$ cat config.mk
export PLATFORM = sky130hd
export DESIGN_NAME = nmea_sentence_framer
export DESIGN_NICKNAME = d
export VERILOG_FILES = /design/src/sv/nsf_pkg.sv /design/src/sv/nmea_sentence_framer.sv
export SDC_FILE = /design/constraint.sdc
export NUM_CORES = 1
export LEC_CHECK = 0
export BUFFER_PORTS_ARGS = -buffer_cell sky130_fd_sc_hd__buf_4
export CELL_PAD_IN_SITES_DETAIL_PLACEMENT = 2
export CELL_PAD_IN_SITES_GLOBAL_PLACEMENT = 2
export CORE_ASPECT_RATIO = 1.25
export CORE_UTILIZATION = 41
export CTS_BUF_LIST = sky130_fd_sc_hd__clkbuf_2 sky130_fd_sc_hd__clkbuf_4 sky130_fd_sc_hd__clkbuf_8
export DETAILED_ROUTE_END_ITERATION = 6
export PLACE_DENSITY = 0.93
export REMOVE_ABC_BUFFERS = 1
export SLEW_MARGIN = 20
export SYNTH_ARGS = -nofsm -noshare
export SYNTH_HDL_FRONTEND = slang
export SYNTH_SLANG_ARGS = --single-unit
$ cat constraint.sdc
create_clock -name clk -period 16.7 [get_ports clk]
set_clock_uncertainty 0.05 [all_clocks]
set_input_delay 0.835 -clock clk [delete_from_list [all_inputs] [get_ports clk]]
set_output_delay 0.835 -clock clk [all_outputs]
set_load 0.01 [all_outputs]
$ cat src/sv/nsf_pkg.sv
// shared types, codes and helpers for the nmea sentence framer
// used by the top level and by its checker; depends on nothing else

package nsf_pkg;

    localparam int S_TDATA_W = 8;
    localparam int M_TDATA_W = 88;
    localparam int PADDR_W   = 4;

    localparam logic [7:0]  STAR_CHAR         = 8'h2A;
    localparam logic [7:0]  SYNC_RESET        = 8'd36;
    localparam logic [7:0]  MAX_DATA_RESET    = 8'd80;
    localparam logic [23:0] IDLE_LIMIT_RESET  = 24'd100000;

    // request kind on the input side
    localparam logic OP_BYTE = 1'b0;
    localparam logic OP_TICK = 1'b1;

    // result kind on the output side
    localparam logic KIND_DATA   = 1'b0;
    localparam logic KIND_REPORT = 1'b1;

    localparam logic [2:0] ST_OK       = 3'd0;
    localparam logic [2:0] ST_MISMATCH = 3'd1;
    localparam logic [2:0] ST_TIMEOUT  = 3'd2;
    localparam logic [2:0] ST_OVERFLOW = 3'd3;
    localparam logic [2:0] ST_BAD_HEX  = 3'd4;

    // register index, taken from paddr[3:2]
    localparam logic [1:0] REG_SYNC       = 2'd0;
    localparam logic [1:0] REG_MAX_DATA   = 2'd1;
    localparam logic [1:0] REG_IDLE_LIMIT = 2'd2;

    // output data word, first field in the high bits, last field in the low bits
    typedef struct packed {
        logic [4:0]  pad;
        logic [2:0]  frame_status;
        logic [7:0]  computed_sum;
        logic [7:0]  received_sum;
        logic [7:0]  payload_length;
        logic [23:0] sentence_type;
        logic [15:0] talker_id;
        logic [7:0]  payload_index;
        logic [7:0]  payload_byte;
    } result_data_t;

    // returns {valid, nibble}
    function automatic logic [4:0] hex_decode(input logic [7:0] c);
        logic [4:0] r;
        r = 5'b0_0000;
        if (c >= 8'h30 && c <= 8'h39)
            r = {1'b1, 4'(c - 8'h30)};
        else if (c >= 8'h41 && c <= 8'h46)
            r = {1'b1, 4'(c - 8'h41 + 8'd10)};
        else if (c >= 8'h61 && c <= 8'h66)
            r = {1'b1, 4'(c - 8'h61 + 8'd10)};
        return r;
    endfunction

endpackage

$ cat src/sv/nmea_sentence_framer.sv
// nmea 0183 sentence framer: sync hunt, id/type capture, data streaming, xor checksum
// depends on nsf_pkg
//
// channel   dir  beat
// s_*       in   one received byte (tuser 0) or one time tick (tuser 1)
// m_*       out  one data byte (tuser 0) or one end-of-frame report (tuser 1)
// apb       in   sync_char @0x0, max_data_bytes @0x4, idle_tick_limit @0x8
//
// one request per cycle; parser state and any result are registered at the edge
// that accepts the request, so a result shows on m_* in the next cycle
// s_tready drops only while the output register is full and m_tready is low
// reset returns to sync hunting with the register defaults

module nmea_sentence_framer
(
    input  logic                            clk,
    input  logic                            rst_n,

    input  logic                            s_tvalid,
    output logic                            s_tready,
    input  logic [nsf_pkg::S_TDATA_W-1:0]   s_tdata,   // [7:0] rx_byte
    input  logic                            s_tuser,   // [0] operation

    output logic                            m_tvalid,
    input  logic                            m_tready,
    // [7:0] payload_byte, [15:8] payload_index, [31:16] talker_id,
    // [55:32] sentence_type, [63:56] payload_length, [71:64] received_sum,
    // [79:72] computed_sum, [82:80] frame_status, [87:83] zero
    output logic [nsf_pkg::M_TDATA_W-1:0]   m_tdata,
    output logic                            m_tuser,   // [0] result_kind

    input  logic                            psel,
    input  logic                            penable,
    input  logic                            pwrite,
    input  logic [nsf_pkg::PADDR_W-1:0]     paddr,
    input  logic [31:0]                     pwdata,
    output logic [31:0]                     prdata,
    output logic                            pready
);

    import nsf_pkg::*;

    localparam logic [2:0] PH_HUNT = 3'd0;
    localparam logic [2:0] PH_ID   = 3'd1;
    localparam logic [2:0] PH_TYPE = 3'd2;
    localparam logic [2:0] PH_DATA = 3'd3;
    localparam logic [2:0] PH_HEX  = 3'd4;

    logic [7:0]   sync_reg;
    logic [7:0]   max_data_reg;
    logic [23:0]  idle_limit_reg;

    logic [2:0]   phase_reg, phase_next;
    logic [1:0]   fpos_reg, fpos_next;
    logic [7:0]   xor_reg, xor_next;
    logic [15:0]  id_reg, id_next;
    logic [23:0]  type_reg, type_next;
    logic [3:0]   nib_reg, nib_next;
    logic         hexerr_reg, hexerr_next;
    logic [23:0]  idle_reg, idle_next;
    logic [7:0]   count_reg, count_next;

    logic         out_valid_reg;
    logic         out_kind_reg;
    result_data_t out_data_reg;

    logic         in_fire;
    logic         cfg_write;
    logic [7:0]   rx;
    logic [23:0]  idle_inc;
    logic [4:0]   hex;
    logic         hex_bad;
    logic [7:0]   rsum;
    logic         emit;
    logic         res_kind;
    result_data_t res;

    assign pready    = 1'b1;
    assign cfg_write = psel & penable & pwrite & pready;

    always_comb
    begin
        unique case (paddr[3:2])
            REG_SYNC:       prdata = {24'd0, sync_reg};
            REG_MAX_DATA:   prdata = {24'd0, max_data_reg};
            REG_IDLE_LIMIT: prdata = {8'd0, idle_limit_reg};
            default:        prdata = 32'd0;
        endcase
    end

    always_ff @(posedge clk or negedge rst_n)
    begin
        if (!rst_n)
        begin
            sync_reg       <= SYNC_RESET;
            max_data_reg   <= MAX_DATA_RESET;
            idle_limit_reg <= IDLE_LIMIT_RESET;
        end
        else if (cfg_write)
        begin
            unique case (paddr[3:2])
                REG_SYNC:       sync_reg       <= pwdata[7:0];
                REG_MAX_DATA:   max_data_reg   <= pwdata[7:0];
                REG_IDLE_LIMIT: idle_limit_reg <= pwdata[23:0];
                default:        ;
            endcase
        end
    end

    assign s_tready = ~out_valid_reg | m_tready;
    assign in_fire  = s_tvalid & s_tready;
    assign rx       = s_tdata[7:0];
    assign idle_inc = idle_reg + 24'd1;
    assign hex      = hex_decode(rx);
    assign hex_bad  = ~hex[4];
    assign rsum     = {nib_reg, hex[3:0]};

    always_comb
    begin
        phase_next  = phase_reg;
        fpos_next   = fpos_reg;
        xor_next    = xor_reg;
        id_next     = id_reg;
        type_next   = type_reg;
        nib_next    = nib_reg;
        hexerr_next = hexerr_reg;
        idle_next   = idle_reg;
        count_next  = count_reg;

        emit     = 1'b0;
        res_kind = KIND_REPORT;
        res      = '0;
        res.talker_id      = id_reg;
        res.sentence_type  = type_reg;
        res.payload_length = count_reg;
        res.computed_sum   = xor_reg;

        // clear_frame: shared by every path that returns to hunting
        if (in_fire)
        begin
            if (s_tuser == OP_TICK)
            begin
                if (phase_reg != PH_HUNT)
                begin
                    idle_next = idle_inc;
                    if (idle_inc >= idle_limit_reg)
                    begin
                        emit             = 1'b1;
                        res.frame_status = ST_TIMEOUT;
                        phase_next       = PH_HUNT;
                    end
                end
            end
            else
            begin
                idle_next = '0;
                unique case (phase_reg)
                    PH_HUNT:
                    begin
                        if (rx == sync_reg)
                            phase_next = PH_ID;
                    end
                    PH_ID:
                    begin
                        id_next  = {id_reg[7:0], rx};
                        xor_next = xor_reg ^ rx;
                        fpos_next = fpos_reg + 2'd1;
                        if (fpos_reg == 2'd1)
                        begin
                            fpos_next  = '0;
                            phase_next = PH_TYPE;
                        end
                    end
                    PH_TYPE:
                    begin
                        type_next = {type_reg[15:0], rx};
                        xor_next  = xor_reg ^ rx;
                        fpos_next = fpos_reg + 2'd1;
                        if (fpos_reg == 2'd2)
                        begin
                            fpos_next  = '0;
                            phase_next = PH_DATA;
                        end
                    end
                    PH_DATA:
                    begin
                        if (rx == STAR_CHAR)
                        begin
                            fpos_next  = '0;
                            phase_next = PH_HEX;
                        end
                        else if (count_reg >= max_data_reg)
                        begin
                            emit             = 1'b1;
                            res.frame_status = ST_OVERFLOW;
                            phase_next       = PH_HUNT;
                        end
                        else
                        begin
                            xor_next   = xor_reg ^ rx;
                            count_next = count_reg + 8'd1;
                            emit       = 1'b1;
                            res_kind   = KIND_DATA;
                            res.payload_byte   = rx;
                            res.payload_index  = count_reg;
                            res.payload_length = count_reg + 8'd1;
                            res.computed_sum   = xor_reg ^ rx;
                        end
                    end
                    PH_HEX:
                    begin
                        hexerr_next = hexerr_reg | hex_bad;
                        if (fpos_reg == 2'd0)
                        begin
                            nib_next  = hex[3:0];
                            fpos_next = 2'd1;
                        end
                        else
                        begin
                            emit = 1'b1;
                            res.received_sum = rsum;
                            if (hexerr_reg | hex_bad)
                                res.frame_status = ST_BAD_HEX;
                            else if (rsum != xor_reg)
                                res.frame_status = ST_MISMATCH;
                            else
                                res.frame_status = ST_OK;
                            phase_next = PH_HUNT;
                        end
                    end
                    default:
                    begin
                        phase_next = PH_HUNT;
                    end
                endcase
            end

            if (phase_next == PH_HUNT)
            begin
                fpos_next   = '0;
                xor_next    = '0;
                id_next     = '0;
                type_next   = '0;
                nib_next    = '0;
                hexerr_next = 1'b0;
                idle_next   = '0;
                count_next  = '0;
            end
        end
    end

    always_ff @(posedge clk or negedge rst_n)
    begin
        if (!rst_n)
        begin
            phase_reg     <= PH_HUNT;
            fpos_reg      <= '0;
            xor_reg       <= '0;
            id_reg        <= '0;
            type_reg      <= '0;
            nib_reg       <= '0;
            hexerr_reg    <= 1'b0;
            idle_reg      <= '0;
            count_reg     <= '0;
            out_valid_reg <= 1'b0;
        end
        else
        begin
            phase_reg  <= phase_next;
            fpos_reg   <= fpos_next;
            xor_reg    <= xor_next;
            id_reg     <= id_next;
            type_reg   <= type_next;
            nib_reg    <= nib_next;
            hexerr_reg <= hexerr_next;
            idle_reg   <= idle_next;
            count_reg  <= count_next;
            if (s_tready)
                out_valid_reg <= in_fire & emit;
        end
    end

    // result payload, loaded only when a result is produced
    always_ff @(posedge clk)
    begin
        if (in_fire && emit)
        begin
            out_kind_reg <= res_kind;
            out_data_reg <= res;
        end
    end

    assign m_tvalid = out_valid_reg;
    assign m_tuser  = out_kind_reg;
    assign m_tdata  = out_data_reg;

endmodule

## Word level (Yosys, flattened, before mapping)

Cells that the tools add are included.
Widths: inputs -> output; s select.

| word-level totals | value |
|---|---|
| output and inout bits | 124 |
| input port bits | 52 |
| word-level logic and storage cells | 166 |
| register bits | 215 |

| cells by class | value |
|---|---|
| magnitude comparators | 8 |
| $add $sub $neg | 8 |
| reductions and logical operators | 30 |
| muxes and demuxes | 70 |
| equal/unequal tests | 16 |
| bitwise gates (word level) | 12 |

Operator list:

| operator | number |
|---|---|
| $mux 24 | 8 |
| $mux 8 | 12 |
| $pmux 24 s3 | 1 |
| $mux 16 | 3 |
| $mux 3 | 13 |
| $add 24x1->24 const B | 1 |
| $ge 24x24->1 | 1 |
| $mux 2 | 9 |
| $ge 8x7->1 const B | 2 |
| $le 8x7->1 const B | 2 |
| $mux 4 | 4 |
| $pmux 8 s2 | 1 |
| $mux 5 | 3 |
| $pmux 3 s5 | 1 |
| $sub 4x1->4 const B | 3 |
| $mux 1 | 11 |
| $mux 11 | 1 |
| $reduce_and 2->1 | 5 |
| $ne 3x3->1 const B | 3 |
| $reduce_and 3->1 | 3 |
| $add 4x4->4 const B | 2 |
| $add 8x1->8 const B | 1 |
| $eq 8x6->1 const B | 1 |
| $eq 8x8->1 | 1 |
| other kinds (30) | 52 |

## Logic depth before layout (Yosys ltp)

Gate-level depths: netlist (run 1).

| logic depth | value |
|---|---|
| word-level depth | 11 |
| gate-level depth with buffers | 15 |
| depth with buffers taken out | 14 |

## Least setup slack after synthesis (run 1)

Ideal clock, no wire load.

| timing path | value |
|---|---|
| kind | register to register |
| start point | register idle_reg[2] |
| end point | register out_data_reg (netlist bit m_tdata[0]) (enable) |
| clock period less this slack | 5.747 ns |
| setup slack | 10.953 ns |
| buffers on the path | 0 |
| stages on the path, launching flop included | 13 |
| required time | 15.617 ns |
| data arrival time | 4.664 ns |
| setup time | 1.033 ns |
| cell sequence | dfrtp_1 > nand3_1 > nor2_2 > nand3_1 > or4_1 > xnor2_1 > ha_1 > nand4_1 > nor3_1 > a221oi_2 > nand3_2 > nand3_1 > nand3_1 |

| on the way | value |
|---|---|
| word-level cells in the longest chain between the ends | 7 |

Ends and longest elaborated chain:

| what | line | source |
|---|---|---|
| from (decl) | nmea_sentence_framer.sv:60 | `logic [23:0] idle_reg, idle_next;` |
| from (signal assigned) | nmea_sentence_framer.sv:276 | `idle_reg <= idle_next;` |
| $add 24x1->24 | nmea_sentence_framer.sv:113 | `assign idle_inc = idle_reg + 24'd1;` |
| $ge 24x24->1 | nmea_sentence_framer.sv:146 | `if (idle_inc >= idle_limit_reg)` |
| $mux 1 | nmea_sentence_framer.sv:146 |  |
| $mux 1 | nmea_sentence_framer.sv:143 | `if (phase_reg != PH_HUNT)` |
| $mux 1 | nmea_sentence_framer.sv:141 | `if (s_tuser == OP_TICK)` |
| $mux 1 | nmea_sentence_framer.sv:139 | `if (in_fire)` |
| $logic_and 1x1->1 | nmea_sentence_framer.sv:286 | `if (in_fire && emit)` |
| to (signal assigned) | nmea_sentence_framer.sv:289 | `out_data_reg <= res;` |
| to (decl) | nmea_sentence_framer.sv:65 | `result_data_t out_data_reg;` |

Every way passes these cells.
A chain may end at the register's enable or synchronous reset.

## Final worst setup path (run 1)

| timing path | value |
|---|---|
| start point | register idle_reg[0] |
| end point | register out_data_reg (netlist bit m_tdata[29]) (enable) |

The elaborated chain is that of the path after synthesis.

==> impl_metrics.yaml, run 1 <==
status:
  status: "completed"
setup_path:
  critPathBufInv: 1
  start_kind: "flip-flop"
  critPathSlowestCell: "buf_4"
  worstReg2RegStart: "idle_reg[0]"
  critical_path_arrival_ns: 5.70
  end_kind: "flip-flop"
  worstSetupPathType: "reg2reg"
  r2r-end: "m_tdata[29]"
  r2r_cells: 14
  cp.required_ns: 16.84
  crit_family: "simple AND/OR/NAND/NOR gates"
  crit_fanout: 61
  crit_path_cell_trace: "ha_1 > nand2_1 > nor4_2 > nand3_1 > or2_1 > xnor2_1 > ha_1 > nand4_1 > nor4_1 > o211ai_1 > nand3_2 > nand3_1 > nand3_4 > buf_4"
  slowest_delay_ns: 0.77
  r2r_setup_slack_ns: 11.14
floorplan:
  die_h_um: 180
  die_x_um: 144
  start_util_pct: 42.0
  fp-row-count: 64
  io-pin-count: 176
  core_area_um2: 24700
  die_area_um2: 25900
cts:
  cts_resized: 0
  cts.clk_slew.worst_paths_ns: 0.07
  cts_buffer_depth: 3
  worstSkewPairLatency_ns: 0.58
  clockRootBuffer: "clkbuf_8"
  cts_tree: "built"
  cts_hold_buf: 0
  cts-buffers-inserted: 38
  cts_max_level: 2
  clock_sinks: 215
  cts_post_setup_buffers_inserted: 0
pwr:
  power_density_nw_per_um2: 111
  ir_drop_v: 0.0000551
  leakage_nw: 5.75
route:
  viasPerCell: 6.01
  via_count: 8642
  drt.antenna.violating_nets: 0
  routed_wl_um: 42400
  drt_iter0_markers: 735
  avgRoutedWirePerCell_um: 29.5
  drtPass1Iterations: 7
  drc: 0
grt:
  grt_pass1_vias: 9573
  grt_max_degree: 68
  grt_pass1_wl_um: 63600
  antenna_found_initial: 1
  gr-total-overflow: 0
  grtUsageTotal_pct: 33.2
sta:
  tightest_slew_ns: 1.05
  post-route-period-util_pct: 33.3
  fin_tns_setup_ns: 0
  relSlewSlack_pct: 30.1
  min_period_ns: 5.56
  slew_viol_final: 0
  finalSetupViolCount: 0
  rsz0062_at_grt: "no"
  max_freq_ghz: 0.180
  hold_violations: 0
synth:
  synth_edf_count: 84
  syn-instance-count: 923
  yosysWarnings: 0
  netlist_area_um2: 10400
  ys_types: 69
  synth-main-ff-cell: "dfrtp_1"
  ys_ff_latch: 215
  ys_seq_area_share_pct: 56.1
  avgSynthCellArea_um2: 11.2
  async_reset_ff_share_pct: 60.9
final_layout:
  fin_area_um2: 12500
  fill_cells: 2509
  layout_commonest_cell: "buf_4"
  diodes: 0
  finalCoreUtilization_pct: 50.9
  syn_to_final_growth_pct: 21.1
  largest_reg_flops: 83
  final_cell_mix: "buf_4, dfrtp_1, nand2_1, edfxtp_1, o21ai_0"
  drive_above_1_share_pct: 25.2
  nNetsFinal: 1171
placement:
  globalplace.congestion: 0.807
  hpwl_um: 25200
  post_dp_cell_area_um2: 11700
  io_buffers: 151
run:
  maxCapViolCount: 0
hold_path:
  hold_path_class: "in2async"
[power by group]
part,internal (W),total [W],switching [W]
clock,0.000284,0.000533,0.000248
combinational,0.0000786,0.000244,0.000166
sequential,0.000582,0.000621,0.0000395
[cells by family (layout without fill, tap and decap cells)]
group                      after synthesis  in the layout  share of synthesized area (%)
muxes                                   38             38                           3.96
other                                    2             14                         0.0725
DFF                                    215            215                           56.1
xor gates and xnor gates                50             50                           4.30
buffers and inverters                  105            279                           4.68
adders and majority gates               38             38                           4.59
and+or+nand+nor                        286            286                           13.9
AOI/OAI and AO/OA                      189            189                           12.4
[how the worst max path moves through the flow]
stage	slack, ns	depth (start not counted)	endpoint	from
finish	11.14	14	m_tdata[29]	idle_reg[0]
global route	10.98	13	m_tdata[36]	idle_reg[2]
CTS	11.18	14	m_tdata[44]	idle_reg[0]
detailed placement	11.36	13	m_tdata[31]	idle_reg[2]
global placement	11.51	14	m_tdata[21]	idle_reg[0]
floorplan	10.95	12	m_tdata[0]	idle_reg[2]
[metrics by stage]
step                total power, W  std cells  worst slack, ns  hold slack [ns]
floorplan                 0.000746        880            10.95            0.376
global placement          0.000828       1370            11.51            0.391
detailed placement        0.000851       1370            11.36            0.395
CTS                        0.00140       1438            11.18            0.395
global route               0.00144       1439            10.98            0.428
finish                     0.00140       1439            11.14            0.374
[per-layer routing]
| layer | GRT usage, % | vias up | wire length (um) |
|---|---|---|---|
| li1 | - | 3585 | - |
| met1 | 38.1 | 4469 | 16000 |
| met2 | 58.1 | 445 | 21700 |
| met3 | 6.77 | 141 | 2570 |
| met4 | 16.1 | 2 | 2150 |
| met5 | 0 | - | 13 |
[Yosys cell counts, types with 4 or more instances]
cell | instances | area (um2)
inv_1 | 50 | 188
mux2i_1 | 17 | 170
mux2_2 | 20 | 225
nand2_1 | 102 | 383
nor3b_1 | 5 | 37.5
nand3_1 | 34 | 170
nor3_1 | 15 | 75.1
xnor2_1 | 28 | 245
nor2_1 | 39 | 146
or3_1 | 9 | 56.3
a22o_1 | 41 | 359
dfrtp_1 | 121 | 3030
buf_6 | 4 | 45.0
edfxtp_1 | 84 | 2520
xor2_1 | 21 | 184
and3_1 | 14 | 87.6
o211ai_1 | 5 | 37.5
clkbuf_1 | 28 | 105
o22ai_1 | 7 | 43.8
a21o_1 | 7 | 52.6
buf_2 | 7 | 35.0
nand2b_1 | 7 | 43.8
nand4_1 | 13 | 81.3
nor4_1 | 7 | 43.8
dfstp_2 | 10 | 263
o21a_1 | 5 | 37.5
a21oi_1 | 25 | 125
ha_1 | 38 | 475
and2_1 | 22 | 138
buf_4 | 14 | 105
o21ai_0 | 70 | 350
[layout make-up]
| class | instances | area (um2) | share of cell area, % |
|---|---|---|---|
| timing repair buffer | 161 | 1210 | 9.66 |
| clock buffer | 61 | 746 | 5.94 |
| sequential | 215 | 5810 | 46.3 |
| clock inverter | 7 | 41.3 | 0.329 |
| tap | 330 | 413 | 3.29 |
| inverter | 50 | 188 | 1.50 |
| multi-input combinational | 615 | 4130 | 32.9 |
No activity file was read; power rests on OpenSTA's default activity.
==> run 2: changes to the inputs <==
--- a/config.mk
+++ b/config.mk
@@ -9,10 +9,10 @@
 export CELL_PAD_IN_SITES_DETAIL_PLACEMENT = 2
 export CELL_PAD_IN_SITES_GLOBAL_PLACEMENT = 2
 export CORE_ASPECT_RATIO = 1.25
-export CORE_UTILIZATION = 41
+export CORE_UTILIZATION = 34
 export CTS_BUF_LIST = sky130_fd_sc_hd__clkbuf_2 sky130_fd_sc_hd__clkbuf_4 sky130_fd_sc_hd__clkbuf_8
 export DETAILED_ROUTE_END_ITERATION = 6
-export PLACE_DENSITY = 0.93
+export PLACE_DENSITY = 0.83
 export REMOVE_ABC_BUFFERS = 1
 export SLEW_MARGIN = 20
 export SYNTH_ARGS = -nofsm -noshare
==> constraint.sdc (replaced) <==
create_clock -name clk -period 4.6 [get_ports clk]
set_clock_uncertainty 0.05 [all_clocks]
set_input_delay 0.23 -clock clk [delete_from_list [all_inputs] [get_ports clk]]
set_output_delay 0.23 -clock clk [all_outputs]
set_load 0.01 [all_outputs]
==> run 2 against run 1 <==
  * Register-to-register slack lost 11 ns
  * Sequential share of layout area is 2.0 points lower
  * Clock power grew to 3.5 times the previous value
  * Final area increased by 4.4%
  * Combinational power rose to 3.8 times the previous value
  * Worst setup slack lost 11 ns
  * Sequential power rose to 3.6 times the previous value
  * Via count decreased by 4.1%
  * Critical path depth did not move
  * Utilization decreased by 7.2 points
  * Largest cell class unchanged
  * Largest power group unchanged
==> impl_metrics.yaml, run 2 (same netlist as run 1, synthesis figures left out) <==
route:
  via_count: 8285
  drt.antenna.violating_nets: 0
  top_layer: "met4"
  drt_iter0_markers: 369
  drt-met1-wl_um: 14000
  viasPerCell: 5.34
  drtPass1Iterations: 4
  avgRoutedWirePerCell_um: 24.3
  wl_met3_um: 1690
  drc: 0
  wl_met2_um: 20600
  routed_wl_um: 37700
cts:
  cts_buffer_depth: 3
  cts-buffers-inserted: 37
  cts_tree: "built"
  clockRootBuffer: "clkbuf_8"
  cts.clk_slew.worst_paths_ns: 0.07
  worstSkewPairLatency_ns: 0.57
  cts_max_level: 2
  clock_sinks: 215
floorplan:
  fp-row-count: 71
  die_h_um: 197
  die_area_um2: 31200
  core_area_um2: 30000
  die_x_um: 158
  start_util_pct: 34.5
  io-pin-count: 176
pwr:
  ir_drop_v: 0.000206
  leakage_nw: 5.96
  power_density_nw_per_um2: 382
  power_w: 0.00501
grt:
  grt_pass1_vias: 9345
  grt_max_degree: 73
  antenna_found_initial: 0
  grt_pass1_wl_um: 57400
  gr-total-overflow: 0
  grtUsageTotal_pct: 24.6
setup_path:
  critPathSlowestCell: "or4_1"
  start_kind: "flip-flop"
  critical_path_arrival_ns: 4.74
  critPathBufInv: 1
  r2r-end: "xor_reg[7]"
  crit_path_cell_trace: "nand3_1 > nor2_2 > nand3_1 > or4_1 > xnor2_1 > ha_1 > nand4_1 > nor4_4 > o211ai_1 > nand3_4 > o221ai_4 > buf_4 > o21ai_1 > mux2i_1"
  cp_common_cell: "nand3_1"
  slowest_delay_ns: 0.60
  end_kind: "flip-flop"
  cp.required_ns: 4.96
  r2r_setup_slack_ns: 0.22
  crit_fanout: 9
  r2r_cells: 14
  worstSetupPathType: "reg2reg"
  worstReg2RegStart: "idle_reg[2]"
  crit_family: "simple AND/OR/NAND/NOR gates"
hold_path:
  hold_depth: 2
  min_from: "s_tdata[7]"
  min_to: "type_reg[7]"
  hold_path_class: "in2reg"
final_layout:
  nNetsFinal: 1212
  layout_commonest_cell: "buf_4"
  fin_area_um2: 13100
  seqCellArea_um2: 5810
  largest_reg_flops: 83
  multi_input_area_um2: 4160
  drive_above_1_share_pct: 25.1
  syn_to_final_growth_pct: 26.4
  finalCoreUtilization_pct: 43.6
  diodes: 0
  fill_cells: 3106
  final_cell_mix: "buf_4, dfrtp_1, nand2_1, edfxtp_1, o21ai_0"
sta:
  relSlewSlack_pct: 34.6
  post-route-period-util_pct: 95.2
  max_freq_ghz: 0.228
  hold_violations: 0
  tightest_slew_ns: 0.981
  finalSetupViolCount: 0
  slew_viol_final: 0
  min_period_ns: 4.38
run:
  maxCapViolCount: 0
placement:
  hpwl_um: 22800
  post_dp_cell_area_um2: 12000
  io_buffers: 151
  globalplace.congestion: 0.791
status:
  status: "completed"
==> run 2: cell count changes in the layout (fill, tap and decap cells not counted), moves of 3 or more <==
cell / delta
buf_12: +3
buf_4: +6
dlygate4sd3_1: +31
clkinv_1: +3
clkbuf_8: -3
==> run 2: per-layer routing <==
| layer | vias to the layer above | global-route usage, % |
|---|---|---|
| met1 | 4266 | 26.7 |
| met4 | 0 | 10.6 |
| met2 | 274 | 46.2 |
| li1 | 3659 | - |
| met5 | - | 0 |
| met3 | 86 | 3.93 |
==> run 2: layout make-up <==
type	count	share of cell area [%]
Clock buffer	58	5.38
Clock inverter	9	0.372
Inverter	50	1.43
Multi-Input combinational cell	615	31.8
Sequential cell	215	44.4
Tap cell	401	3.83
Timing Repair Buffer	203	12.9
==> run 2: worst max-delay path by stage <==
stage / start / endpoint / slack, ns / cells past startpoint
2_1_floorplan: idle_reg[2] / m_tdata[0] / -1.15 / 12
3_3_place_gp: idle_reg[7] / m_tdata[5] / 0.05 / 13
3_5_place_dp: idle_reg[8] / m_tdata[68] / 0.03 / 13
4_1_cts: idle_reg[2] / m_tdata[69] / 0.09 / 13
5_1_grt: idle_reg[0] / xor_reg[7] / -0.004 / 16
6_report: idle_reg[2] / xor_reg[7] / 0.22 / 14
==> run 2: repair_timing <==
| item | 4_1_cts | 5_1_grt |
|---|---|---|
| setup endpoints to repair | 93 | 113 |
| gates cloned | 0 | 1 |
| gates resized for setup | 1 | 9 |
| hold buffers | 31 | 0 |
| hold endpoints to repair | 111 | 0 |
| buffers inserted | 0 | 0 |
| pin swaps | 0 | 1 |
==> run 2: where the power goes <==
part / total [W] / internal [W] / leakage (nW) / switching (W)
combinational: 0.000929 / 0.000352 / 2.98 / 0.000578
clock: 0.00184 / 0.000980 / 0.404 / 0.000859
sequential: 0.00224 / 0.00211 / 2.58 / 0.000125
==> run 2: through the flow <==
| stage | TNS, ns | std cells | setup WS (ns) | hold WS (ns) |
|---|---|---|---|---|
| finish | 0 | 1551 | 0.222 | 0.0440 |
| global route | -0.00420 | 1551 | -0.00420 | 0.00823 |
| CTS | 0 | 1550 | 0.0858 | 0.00157 |
| detailed placement | 0 | 1452 | 0.0327 | 0.318 |
| global placement | 0 | 1452 | 0.0493 | 0.316 |
| floorplan | -96.37 | 880 | -1.15 | -0.116 |
